==> src/pmct_pkg.sv <==
// Shared constants, types and helper functions for the PS/2 mouse cursor tracker.
// No dependencies; imported by every module of the block.
`default_nettype none

package pmct_pkg;

   // Largest usable screen size in pixels per axis.
   localparam int COORD_LIMIT = 4096;

   localparam int BYTE_W    = 8;
   localparam int SIZE_W    = 13;
   localparam int POS_W     = 12;
   localparam int DELTA_W   = 9;
   localparam int BTN_W     = 3;
   localparam int CSR_IDX_W = 4;

   // Effective size holds 1..COORD_LIMIT, the cursor 0..COORD_LIMIT-1.
   localparam int EFF_W = $clog2(COORD_LIMIT + 1);
   localparam int CUR_W = $clog2(COORD_LIMIT);
   localparam int SUM_W = ((EFF_W > DELTA_W) ? EFF_W : DELTA_W) + 2;

   localparam logic [SIZE_W-1:0] WIDTH_RESET  = SIZE_W'(640);
   localparam logic [SIZE_W-1:0] HEIGHT_RESET = SIZE_W'(480);

   // Header byte bit positions.
   localparam int HDR_X_SIGN = 4;
   localparam int HDR_Y_SIGN = 5;
   localparam int HDR_X_OVF  = 6;
   localparam int HDR_Y_OVF  = 7;

   // Register indexes.
   localparam logic [CSR_IDX_W-1:0] CSR_SCREEN_WIDTH  = CSR_IDX_W'(0);
   localparam logic [CSR_IDX_W-1:0] CSR_SCREEN_HEIGHT = CSR_IDX_W'(1);

   typedef enum logic [1:0] {
      IDX_HEADER,
      IDX_X,
      IDX_Y
   } byte_idx_type;

   typedef struct packed {
      logic              valid;
      logic [BYTE_W-1:0] header;
      logic [BYTE_W-1:0] x_mag;
      logic [BYTE_W-1:0] y_mag;
   } packet_type;

   function automatic logic [EFF_W-1:0] eff_size(input logic [SIZE_W-1:0] v);
      logic [EFF_W-1:0] r;
      if (v == '0) begin
         r = EFF_W'(1);
      end else if (32'(v) > 32'(COORD_LIMIT)) begin
         r = EFF_W'(COORD_LIMIT);
      end else begin
         r = EFF_W'(v);
      end
      return r;
   endfunction

   function automatic logic [CUR_W-1:0] half_size(input logic [EFF_W-1:0] eff);
      return CUR_W'(eff >> 1);
   endfunction

   // Zero magnitude stays zero whatever the sign bit says.
   function automatic logic signed [DELTA_W-1:0] decode_delta(
      input logic [BYTE_W-1:0] mag,
      input logic              neg
   );
      return $signed({neg && (mag != '0), mag});
   endfunction

   function automatic logic [CUR_W-1:0] clamp_coord(
      input logic [CUR_W-1:0]          cur,
      input logic signed [DELTA_W-1:0] delta,
      input logic [EFF_W-1:0]          eff
   );
      logic signed [SUM_W-1:0] sum;
      logic signed [SUM_W-1:0] lim;
      logic signed [SUM_W-1:0] r;
      sum = $signed(SUM_W'(cur)) + SUM_W'(delta);
      lim = $signed(SUM_W'(eff)) - SUM_W'(1);
      r = (sum > lim) ? lim : sum;
      if (r < 0) begin
         r = '0;
      end
      return CUR_W'(r);
   endfunction

endpackage

`default_nettype wire

==> src/ps2_mouse_packet_cursor_tracker_top.sv <==
// PS/2 mouse packet cursor tracker, top level.
// Depends on pmct_pkg, pmct_framer and pmct_cursor.
//
// Usage:
//   req_*  : one raw mouse byte per request. Bytes group in threes (header,
//            X magnitude, Y magnitude); the sync bit is not checked.
//   rsp_*  : one response per third byte: clamped cursor position, the
//            applied deltas (Y negated, both zero on overflow) and buttons.
//   csr_*  : size register writes (index 0 width, 1 height), always ready.
//            Any size write recenters the cursor; other indexes are ignored.
// Timing:
//   A byte is held in the input register and the packet result is registered
//   when the Y byte is taken, so a response follows the third byte through
//   both registers. One byte per cycle is sustained while responses are taken;
//   only delta decode and the per-axis cursor add and clamp lie between them.
// Reset:
//   Clears the byte count, sets 640 x 480 and centers the cursor at 320, 240.
// Stall:
//   A held response keeps its value; the input register still takes header
//   and X bytes, and the Y byte waits there until the response is taken.
`default_nettype none

module ps2_mouse_packet_cursor_tracker_top
   import pmct_pkg::*;
(
   input  wire logic                 clock,
   input  wire logic                 reset,
   input  wire logic                 req_valid,
   output      logic                 req_ready,
   input  wire logic [BYTE_W-1:0]    req_data_byte,
   output      logic                 rsp_valid,
   input  wire logic                 rsp_ready,
   output      logic [POS_W-1:0]     rsp_pos_x,
   output      logic [POS_W-1:0]     rsp_pos_y,
   output      logic signed [DELTA_W-1:0] rsp_delta_x,
   output      logic signed [DELTA_W-1:0] rsp_delta_y,
   output      logic [BTN_W-1:0]     rsp_button_bits,
   input  wire logic                 csr_valid,
   output      logic                 csr_ready,
   input  wire logic [CSR_IDX_W-1:0] csr_index,
   input  wire logic [SIZE_W-1:0]    csr_data
);

   packet_type pkt;
   logic       pkt_ready;

   assign csr_ready = 1'b1;

   pmct_framer u_framer (
      .clock         (clock),
      .reset         (reset),
      .req_valid     (req_valid),
      .req_ready     (req_ready),
      .req_data_byte (req_data_byte),
      .pkt           (pkt),
      .pkt_ready     (pkt_ready)
   );

   pmct_cursor u_cursor (
      .clock           (clock),
      .reset           (reset),
      .pkt             (pkt),
      .pkt_ready       (pkt_ready),
      .csr_valid       (csr_valid),
      .csr_index       (csr_index),
      .csr_data        (csr_data),
      .rsp_valid       (rsp_valid),
      .rsp_ready       (rsp_ready),
      .rsp_pos_x       (rsp_pos_x),
      .rsp_pos_y       (rsp_pos_y),
      .rsp_delta_x     (rsp_delta_x),
      .rsp_delta_y     (rsp_delta_y),
      .rsp_button_bits (rsp_button_bits)
   );

endmodule

`default_nettype wire

==> src/pmct_framer.sv <==
// Input register and three-byte packet framer of the PS/2 mouse cursor tracker.
// Depends on pmct_pkg; feeds pmct_cursor with one packet per third byte.
`default_nettype none

module pmct_framer
   import pmct_pkg::*;
(
   input  wire logic              clock,
   input  wire logic              reset,
   input  wire logic              req_valid,
   output      logic              req_ready,
   input  wire logic [BYTE_W-1:0] req_data_byte,
   output      packet_type        pkt,
   input  wire logic              pkt_ready
);

   logic              in_valid_ff, in_valid_in;
   logic [BYTE_W-1:0] in_byte_ff;
   byte_idx_type      idx_ff, idx_in;
   logic [BYTE_W-1:0] header_ff, header_in;
   logic [BYTE_W-1:0] x_mag_ff, x_mag_in;
   logic              advance;
   logic              accept;

   // Header and X bytes retire at once; the Y byte waits for the cursor stage.
   assign advance   = in_valid_ff && ((idx_ff != IDX_Y) || pkt_ready);
   assign req_ready = !in_valid_ff || advance;
   assign accept    = req_valid && req_ready;

   assign pkt.valid  = in_valid_ff && (idx_ff == IDX_Y);
   assign pkt.header = header_ff;
   assign pkt.x_mag  = x_mag_ff;
   assign pkt.y_mag  = in_byte_ff;

   always_comb begin
      idx_in      = idx_ff;
      header_in   = header_ff;
      x_mag_in    = x_mag_ff;
      in_valid_in = accept ? 1'b1 : (advance ? 1'b0 : in_valid_ff);
      if (advance) begin
         unique case (idx_ff)
            IDX_HEADER: begin
               header_in = in_byte_ff;
               idx_in    = IDX_X;
            end
            IDX_X: begin
               x_mag_in = in_byte_ff;
               idx_in   = IDX_Y;
            end
            IDX_Y: begin
               idx_in = IDX_HEADER;
            end
            default: begin
               idx_in = IDX_HEADER;
            end
         endcase
      end
   end

   always_ff @(posedge clock) begin
      if (reset) begin
         in_valid_ff <= 1'b0;
         idx_ff      <= IDX_HEADER;
         header_ff   <= '0;
         x_mag_ff    <= '0;
      end else begin
         in_valid_ff <= in_valid_in;
         idx_ff      <= idx_in;
         header_ff   <= header_in;
         x_mag_ff    <= x_mag_in;
      end
   end

   always_ff @(posedge clock) begin
      if (accept) begin
         in_byte_ff <= req_data_byte;
      end
   end

endmodule

`default_nettype wire

==> src/pmct_cursor.sv <==
// Packet decode, cursor update with clamping, size registers and result register.
// Depends on pmct_pkg; takes packets from pmct_framer.
`default_nettype none

module pmct_cursor
   import pmct_pkg::*;
(
   input  wire logic                 clock,
   input  wire logic                 reset,
   input  wire packet_type           pkt,
   output      logic                 pkt_ready,
   input  wire logic                 csr_valid,
   input  wire logic [CSR_IDX_W-1:0] csr_index,
   input  wire logic [SIZE_W-1:0]    csr_data,
   output      logic                 rsp_valid,
   input  wire logic                 rsp_ready,
   output      logic [POS_W-1:0]     rsp_pos_x,
   output      logic [POS_W-1:0]     rsp_pos_y,
   output      logic [DELTA_W-1:0]   rsp_delta_x,
   output      logic [DELTA_W-1:0]   rsp_delta_y,
   output      logic [BTN_W-1:0]     rsp_button_bits
);

   logic [SIZE_W-1:0]  width_ff, width_in;
   logic [SIZE_W-1:0]  height_ff, height_in;
   logic [CUR_W-1:0]   col_ff, col_in;
   logic [CUR_W-1:0]   row_ff, row_in;
   logic               rsp_valid_ff, rsp_valid_in;
   logic [POS_W-1:0]   pos_x_ff, pos_y_ff;
   logic [DELTA_W-1:0] delta_x_ff, delta_y_ff;
   logic [BTN_W-1:0]   button_ff;

   logic                      take;
   logic                      overflow;
   logic                      csr_hit;
   logic signed [DELTA_W-1:0] dx;
   logic signed [DELTA_W-1:0] dy;
   logic [CUR_W-1:0]          col_move, row_move;

   assign pkt_ready = !rsp_valid_ff || rsp_ready;
   assign take      = pkt.valid && pkt_ready;

   assign overflow = pkt.header[HDR_X_OVF] || pkt.header[HDR_Y_OVF];
   assign dx = overflow ? '0 : decode_delta(pkt.x_mag, pkt.header[HDR_X_SIGN]);
   assign dy = overflow ? '0 : -decode_delta(pkt.y_mag, pkt.header[HDR_Y_SIGN]);

   assign col_move = clamp_coord(col_ff, dx, eff_size(width_ff));
   assign row_move = clamp_coord(row_ff, dy, eff_size(height_ff));

   always_comb begin
      width_in  = width_ff;
      height_in = height_ff;
      csr_hit   = 1'b0;
      if (csr_valid) begin
         unique case (csr_index)
            CSR_SCREEN_WIDTH: begin
               width_in = csr_data;
               csr_hit  = 1'b1;
            end
            CSR_SCREEN_HEIGHT: begin
               height_in = csr_data;
               csr_hit   = 1'b1;
            end
            default: begin
               csr_hit = 1'b0;
            end
         endcase
      end
   end

   always_comb begin
      col_in = col_ff;
      row_in = row_ff;
      if (csr_hit) begin
         // Recenter both axes on any size write.
         col_in = half_size(eff_size(width_in));
         row_in = half_size(eff_size(height_in));
      end else if (take) begin
         col_in = col_move;
         row_in = row_move;
      end
      rsp_valid_in = take ? 1'b1 : (rsp_ready ? 1'b0 : rsp_valid_ff);
   end

   always_ff @(posedge clock) begin
      if (reset) begin
         width_ff     <= WIDTH_RESET;
         height_ff    <= HEIGHT_RESET;
         col_ff       <= half_size(eff_size(WIDTH_RESET));
         row_ff       <= half_size(eff_size(HEIGHT_RESET));
         rsp_valid_ff <= 1'b0;
      end else begin
         width_ff     <= width_in;
         height_ff    <= height_in;
         col_ff       <= col_in;
         row_ff       <= row_in;
         rsp_valid_ff <= rsp_valid_in;
      end
   end

   always_ff @(posedge clock) begin
      if (take) begin
         pos_x_ff   <= POS_W'(col_move);
         pos_y_ff   <= POS_W'(row_move);
         delta_x_ff <= dx;
         delta_y_ff <= dy;
         button_ff  <= pkt.header[BTN_W-1:0];
      end
   end

   assign rsp_valid       = rsp_valid_ff;
   assign rsp_pos_x       = pos_x_ff;
   assign rsp_pos_y       = pos_y_ff;
   assign rsp_delta_x     = delta_x_ff;
   assign rsp_delta_y     = delta_y_ff;
   assign rsp_button_bits = button_ff;

endmodule

`default_nettype wire

==> config.mk <==
export PLATFORM = sky130hd
export DESIGN_NAME = ps2_mouse_packet_cursor_tracker_top
export DESIGN_NICKNAME = d
export VERILOG_FILES = /design/src/pmct_pkg.sv /design/src/ps2_mouse_packet_cursor_tracker_top.sv /design/src/pmct_framer.sv /design/src/pmct_cursor.sv
export SDC_FILE = /design/constraint.sdc
export NUM_CORES = 1
export LEC_CHECK = 0
export BUFFER_PORTS_ARGS = -buffer_cell sky130_fd_sc_hd__buf_2
export CELL_PAD_IN_SITES_DETAIL_PLACEMENT = 0
export CELL_PAD_IN_SITES_GLOBAL_PLACEMENT = 2
export CORE_ASPECT_RATIO = 0.9
export CORE_MARGIN = 4
export CORE_UTILIZATION = 37
export CTS_CLUSTER_DIAMETER = 80
export CTS_CLUSTER_SIZE = 14
export DETAILED_ROUTE_END_ITERATION = 8
export HOLD_SLACK_MARGIN = 0.08
export PLACE_DENSITY_LB_ADDON = 0.25
export SYNTH_ARGS = -nofsm -noshare
export SYNTH_HDL_FRONTEND = slang
export SYNTH_SLANG_ARGS = --single-unit
==> constraint.sdc <==
create_clock -name clock -period 7.8 [get_ports clock]
set_clock_uncertainty 0.2 [all_clocks]
set_input_delay 0 -clock clock [delete_from_list [all_inputs] [get_ports clock]]
set_output_delay 0 -clock clock [all_outputs]
set_load 0.01 [all_outputs]
### Word-level counts from Yosys, hierarchy flattened

Cells that the tools add are included.

| storage, ports and cells | value |
|---|---|
| output and inout bits | 48 |
| flip-flop bits (word level) | 123 |
| logic and storage cells | 87 |
| bits of input ports | 30 |

| cells by class | value |
|---|---|
| equality and inequality tests | 4 |
| reduce and logical (&&, ||, !) cells | 26 |
| $add $sub $neg | 5 |
| multiplexer cells | 29 |
| order comparisons | 8 |

Operator list:

| cell | number |
|---|---|
| $mux 13 | 12 |
| $mux 12 | 6 |
| $gt 13x13->1 const B | 4 |
| $logic_not 13->1 | 4 |
| $gt 15x15->1 | 2 |
| $lt 15x1->1 const B | 2 |
| $mux 15 | 2 |
| $add 13x9->14 | 2 |
| $sub 13x1->14 const B | 2 |
| $mux 9 | 2 |
| $reduce_bool 8->1 | 2 |
| $neg 9->9 | 1 |
| $logic_and 1x1->1 | 6 |
| $mux 1 | 6 |
| $reduce_bool 2->1 | 3 |
| $eq 4x1->1 const B | 1 |
| $logic_not 4->1 | 1 |
| $logic_or 1x1->1 | 4 |
| $pmux 2 s2 | 1 |
| $reduce_and 2->1 | 2 |
| $eq 2x1->1 const B | 1 |
| $eq 2x2->1 const B | 1 |
| $logic_not 1->1 | 2 |
| $logic_not 2->1 | 1 |
| other kinds (2) | 2 |

### Depth between registers and ports, before layout

| depth | value |
|---|---|
| depth after elaboration | 11 |
| depth in mapped cells | 23 |

### Cells and area by module

From an unflattened synthesis, not the netlist that was laid out.

| second synthesis, totals | value |
|---|---|
| cells, all modules | 799 |
| area total of the unflattened synthesis | 7473.4 um^2 |

By module, submodules not included:

| module | times used | area an instance (um^2) | cells each |
|---|---|---|---|
| pmct_cursor | 1 | 6421.2 | 713 |
| pmct_framer | 1 | 1041.0 | 84 |
| ps2_mouse_packet_cursor_tracker_top | 1 | 11.3 | 2 |

### Worst setup path before layout

OpenSTA, ideal clock, no wires.

| path | value |
|---|---|
| path type | register -> register |
| from | register u_framer.in_byte_ff[0] |
| to | register u_cursor.pos_y_ff[10] (netlist: u_cursor.rsp_pos_y[10]) (data pin) |
| clock period less this slack | 5508 ps |
| arrival | 5156 ps |
| cell stages (with the launch flop) | 23 |
| required time | 7448 ps |
| slack | 2292 ps |
| library setup time | 152 ps |
| path through | edfxtp_1 or3_1 or3_1 nor3_1 xor2_1 nor2_1 ha_1 nand2_1 a2111oi_1 o21a_1 o31a_1 and3_4 buf_6 inv_1 ha_1 nand3_1 or3_1 o22ai_1 nor2_1 nor2_2 clkbuf_1 nand2_1 o21ai_0 |

RTL lines:

| element | RTL line | RTL |
|---|---|---|
| start: declaration | pmct_framer.sv:18 | `logic [BYTE_W-1:0] in_byte_ff;` |
| start signal: assignment | pmct_framer.sv:76 | `in_byte_ff <= req_data_byte;` |
| $neg 9->9 * | pmct_cursor.sv:45 | `assign dy = overflow ? '0 : -decode_delta(pkt.y_mag, pkt.header[HDR_Y_SIGN]);` |
| $mux 9 * | pmct_cursor.sv:45 |  |
| named net u_cursor.dy[7] | pmct_cursor.sv:37 | `logic signed [DELTA_W-1:0] dy;` |
| $add 13x9->14 * | pmct_pkg.sv:80 | `sum = $signed(SUM_W'(cur)) + SUM_W'(delta);` |
| $gt 15x15->1 | pmct_pkg.sv:82 | `r = (sum > lim) ? lim : sum;` |
| $mux 15 * | pmct_pkg.sv:82 |  |
| $lt 15x1->1 | pmct_pkg.sv:83 | `if (r < 0) begin` |
| $mux 12 * | pmct_pkg.sv:83 |  |
| named net u_cursor.row_move[10] | pmct_cursor.sv:38 | `logic [CUR_W-1:0] col_move, row_move;` |
| end signal: assignment | pmct_cursor.sv:104 | `pos_y_ff <= POS_W'(row_move);` |
| end: declaration | pmct_cursor.sv:29 | `logic [POS_W-1:0] pos_x_ff, pos_y_ff;` |

The timed path passes the listed nets; every way through them passes the cells marked *.
A chain may end at the register's enable or synchronous reset.

### Worst setup path in the final report

| path | value |
|---|---|
| from | register u_framer.in_byte_ff[0] |
| to | register u_cursor.row_ff[3] |

RTL lines:

| element | RTL line | RTL |
|---|---|---|
| $neg 9->9 * | pmct_cursor.sv:45 |  |
| $mux 9 * | pmct_cursor.sv:45 |  |
| named net u_cursor.dy[7] | pmct_cursor.sv:37 |  |
| $add 13x9->14 * | pmct_pkg.sv:80 |  |
| $gt 15x15->1 | pmct_pkg.sv:82 |  |
| $mux 15 * | pmct_pkg.sv:82 |  |
| $lt 15x1->1 | pmct_pkg.sv:83 |  |
| $mux 12 * | pmct_pkg.sv:83 |  |
| named net u_cursor.row_move[3] | pmct_cursor.sv:38 |  |
| $mux 12 * | pmct_cursor.sv:78 | `end else if (take) begin` |
| $mux 12 * | pmct_cursor.sv:74 | `if (csr_hit) begin` |
| end signal: assignment | pmct_cursor.sv:90 | `row_ff <= half_size(eff_size(HEIGHT_RESET));` |
| end signal: assignment | pmct_cursor.sv:96 | `row_ff <= row_in;` |
| end: declaration | pmct_cursor.sv:27 | `logic [CUR_W-1:0] row_ff, row_in;` |

The timed path passes the listed nets; every way through them passes the cells marked *. The select of a mux whose other input is x is not followed.

==> impl_metrics.py <==
metrics = {
    "final_layout": {
        "layout_common_cells": "nor2_1 (79), buf_2 (76), dfxtp_1 (69), a21oi_1 (63), ha_1 (57)",
        "final_common_cell": "nor2_1",
        "nets": 1008,
        "fillCellCount": 1887,
        "syn2layout_area_growth_pct": 21.75,
        "drive_above_1_share": 0.1556,
        "antennaDiodeCount": 0,
    },
    "synth": {
        "synth-edff-count": 53,
        "async_flop_share": 0,
        "ys_ff_latch": 122,
        "synthCells": 807,
        "synth_ff_type": "dfxtp_1",
        "netlist_area_sq_mm": 0.007450,
        "synth_cell_types": 77,
        "synth.avg_cell_area_sq_um": 9.231,
        "ys_warn_count": 0,
        "synth-seq-area-share": 0.3991,
    },
    "timing": {
        "setup_viol": 0,
        "maxSlewViolCount": 0,
        "max_freq_mhz": 157.1,
        "layout_min_cycle_time_ps": 6366,
        "fin_setup_tns_ps": 0,
        "rsz0062_at_grt": "no",
        "min_period_over_period": 0.8161,
        "max_slew_margin": 0.2457,
        "worst_slew_pin_slew_ps": 1127,
        "hold_violations": 0,
    },
    "cts": {
        "clock-sinks": 122,
        "htreeDepth": 4,
        "clock_path_buffers": 2,
        "cts.repair.resized": 0,
        "clock_latency_ps": 420,
        "post_cts_buffers": 0,
        "tritoncts": "done",
        "clk_root_buffer_cell": "clkbuf_16",
        "cts_buffers": 17,
        "cts.clk_slew.worst_paths_ps": 60,
    },
    "status": {
        "status": "finished, final reports clean",
    },
    "die": {
        "design.die.area_sq_mm": 0.02247,
        "pin_count": 78,
        "start_util": 0.3828,
        "die_w_um": 157.6,
        "rows": 48,
        "core_sq_mm": 0.01946,
        "chipHeight_um": 142.6,
    },
    "detailed_routing": {
        "vias": 6567,
        "antenna_left": 0,
        "wl_per_cell_um": 19.22,
        "wl_mm": 22.72,
        "first_pass_iters": 5,
        "vias_per_cell": 5.556,
        "drc": 0,
        "drtIter0Drc": 390,
    },
    "run": {
        "cap_violations": 0,
    },
    "worst_setup_path": {
        "required_ps": 7900,
        "worstPathMaxFanout": 15,
        "worstSetupStartpointType": "flip-flop",
        "worstPathArrival_ps": 6460,
        "end_kind": "flip-flop",
        "setup.worst_path.class": "reg2reg",
    },
    "placed_design": {
        "hpwl_mm": 17.25,
        "io_buffers": 76,
        "routabilityCongestion": 0.8790,
    },
    "global_route": {
        "grt_pass1_vias": 6458,
        "antenna_found_initial": 0,
        "grt.overflow.total": 0,
        "grt_pass1_wl_mm": 35.89,
        "grtUsageTotal": 0.2054,
        "grt_max_degree": 60,
    },
    "pwr": {
        "totalPowerFinal_uw": 1825,
        "peakVddDrop_uv": 102.7,
        "p_per_area_mw_per_mm2": 201.2,
        "power_leakage_uw": 0.003723,
    },
    "worst_hold_path": {
        "hold_path_class": "in2reg",
    },
}
[path summary, 6_finish.rpt]
kind / from / to / slack (ps) / cells past startpoint
worst max-delay path: u_framer.in_byte_ff[0]$_DFFE_PP_ / u_cursor.row_ff[3]$_SDFFE_PP0P_ / 1430 / 21
worst min-delay path: req_data_byte[5] / u_framer.in_byte_ff[5]$_DFFE_PP_ / 100 / 2
worst max register to register: u_framer.in_byte_ff[0]$_DFFE_PP_ / u_cursor.row_ff[3]$_SDFFE_PP0P_ / 1430 / 21
worst min register to register: u_framer.header_ff[1]$_SDFFE_PP0P_ / u_cursor.rsp_button_bits[1]$_DFFE_PP_ / 240 / 0
[flip-flops by register name, summed over array words and instances (netlist names), 2 cells and up]
signal	cells
u_cursor.col_ff	12
u_cursor.height_ff	13
u_cursor.row_ff	12
u_cursor.rsp_button_bits	3
u_cursor.rsp_delta_x	9
u_cursor.rsp_delta_y	9
u_cursor.rsp_pos_x	12
u_cursor.rsp_pos_y	12
u_cursor.width_ff	13
u_framer.header_ff	7
u_framer.idx_ff	2
u_framer.in_byte_ff	8
u_framer.x_mag_ff	8
[per-layer routing]
layer | share of wire | GRT usage | vias to the layer above
met1 | 0.46 | 0.2813 | 3155
met4 | 0.015 | 0.05342 | 0
li1 | - | - | 3235
met3 | 0.049 | 0.04152 | 23
met5 | 0 | 0 | -
met2 | 0.47 | 0.3333 | 154
[layout make-up]
cell class	instances	area (sq um)	share of cell area
repair buffers	125	848.3	0.09353
clock inverters	14	155.1	0.01711
flip-flops and latches	122	2973	0.3278
well taps	250	312.8	0.03449
inverters	32	120.1	0.01324
multi-input cells	621	4222	0.4654
clock buffers	18	439.2	0.04842
[power by group]
| part | switching, uW | leakage, uW | total [uW] | internal [uW] |
|---|---|---|---|---|
| clock network | 313 | 0.000297 | 799 | 486 |
| logic | 200 | 0.00237 | 330 | 129 |
| registers | 10.3 | 0.00105 | 696 | 685 |
| total | 524 | 0.00372 | 1820 | 1300 |
[cells by family after synthesis]
| group | count (synthesis) | share of synthesized area |
|---|---|---|
| AND/OR/NAND/NOR | 277 | 0.1842 |
| AO/OA/AOI/OAI | 212 | 0.1893 |
| flip-flops | 122 | 0.3991 |
| buffers and inverters | 66 | 0.03628 |
| adder cells (fa/ha/maj) | 59 | 0.1011 |
| XOR/XNOR | 35 | 0.04115 |
| multiplexers | 35 | 0.04837 |
| other | 1 | 0.0005034 |
[synth_stat cells (5+ instances only)]
master / count / area (sq um)
o21a_1: 5 / 37.54
and2_1: 21 / 131.4
a211oi_1: 13 / 97.59
xnor2_1: 24 / 210.2
o211ai_1: 6 / 45.04
a31o_2: 7 / 61.31
clkbuf_1: 22 / 82.58
a21o_1: 9 / 67.56
buf_1: 6 / 22.52
a21oi_1: 63 / 315.3
a221oi_1: 6 / 52.55
xor2_1: 11 / 96.34
or4_1: 5 / 37.54
mux2_2: 8 / 90.09
and3_1: 5 / 31.28
nand4_1: 5 / 31.28
edfxtp_1: 53 / 1592
nand2_1: 51 / 191.4
a31oi_1: 11 / 68.82
nand2b_1: 5 / 31.28
a211o_1: 6 / 52.55
nor2_1: 79 / 296.5
ha_1: 57 / 713.2
inv_1: 31 / 116.4
or2_2: 5 / 31.28
or3_1: 15 / 93.84
o21ai_0: 37 / 185.2
nand3_1: 36 / 180.2
nor4_1: 12 / 75.07
mux2i_1: 27 / 270.3
dfxtp_1: 69 / 1381
nor3_1: 21 / 105.1
[metrics by stage]
step	utilization	std cells	setup WS, ps	area, sq um	hold WS [ps]
floorplan	-	809	2292	7457	-101.1
global placement	0.4150	1110	1730	8075	-15.89
detailed placement	0.4150	1110	1516	8075	-15.70
CTS	0.4661	1182	1488	9070	82.63
global route	0.4661	1182	1001	9070	89.71
finish	0.4661	1182	1434	9070	100.3
[repair_timing]
action | 4_1_cts | 5_1_grt
hold buffers | 40 | 0
endpoints found under the hold margin | 84 | 0
setup endpoints to repair | 0 | 0
[worst max-delay path, stage by stage, from the launching register on]
cell       delay, ps
edfxtp_1         410
or3_1            430
or3_1            360
nor3_1           200
xor2_1           200
nor2_1            90
ha_1             400
nand2_1           80
a2111oi_1        560
o21a_1           280
o31a_1           190
and3_4           310
inv_1             80
ha_1             320
nand3_1           80
or3_1            400
o22ai_1          510
a211oi_1         190
nor2_2           250
buf_4            250
mux2i_1          120
a221o_1          330
Power figures use the tool's default switching activity.
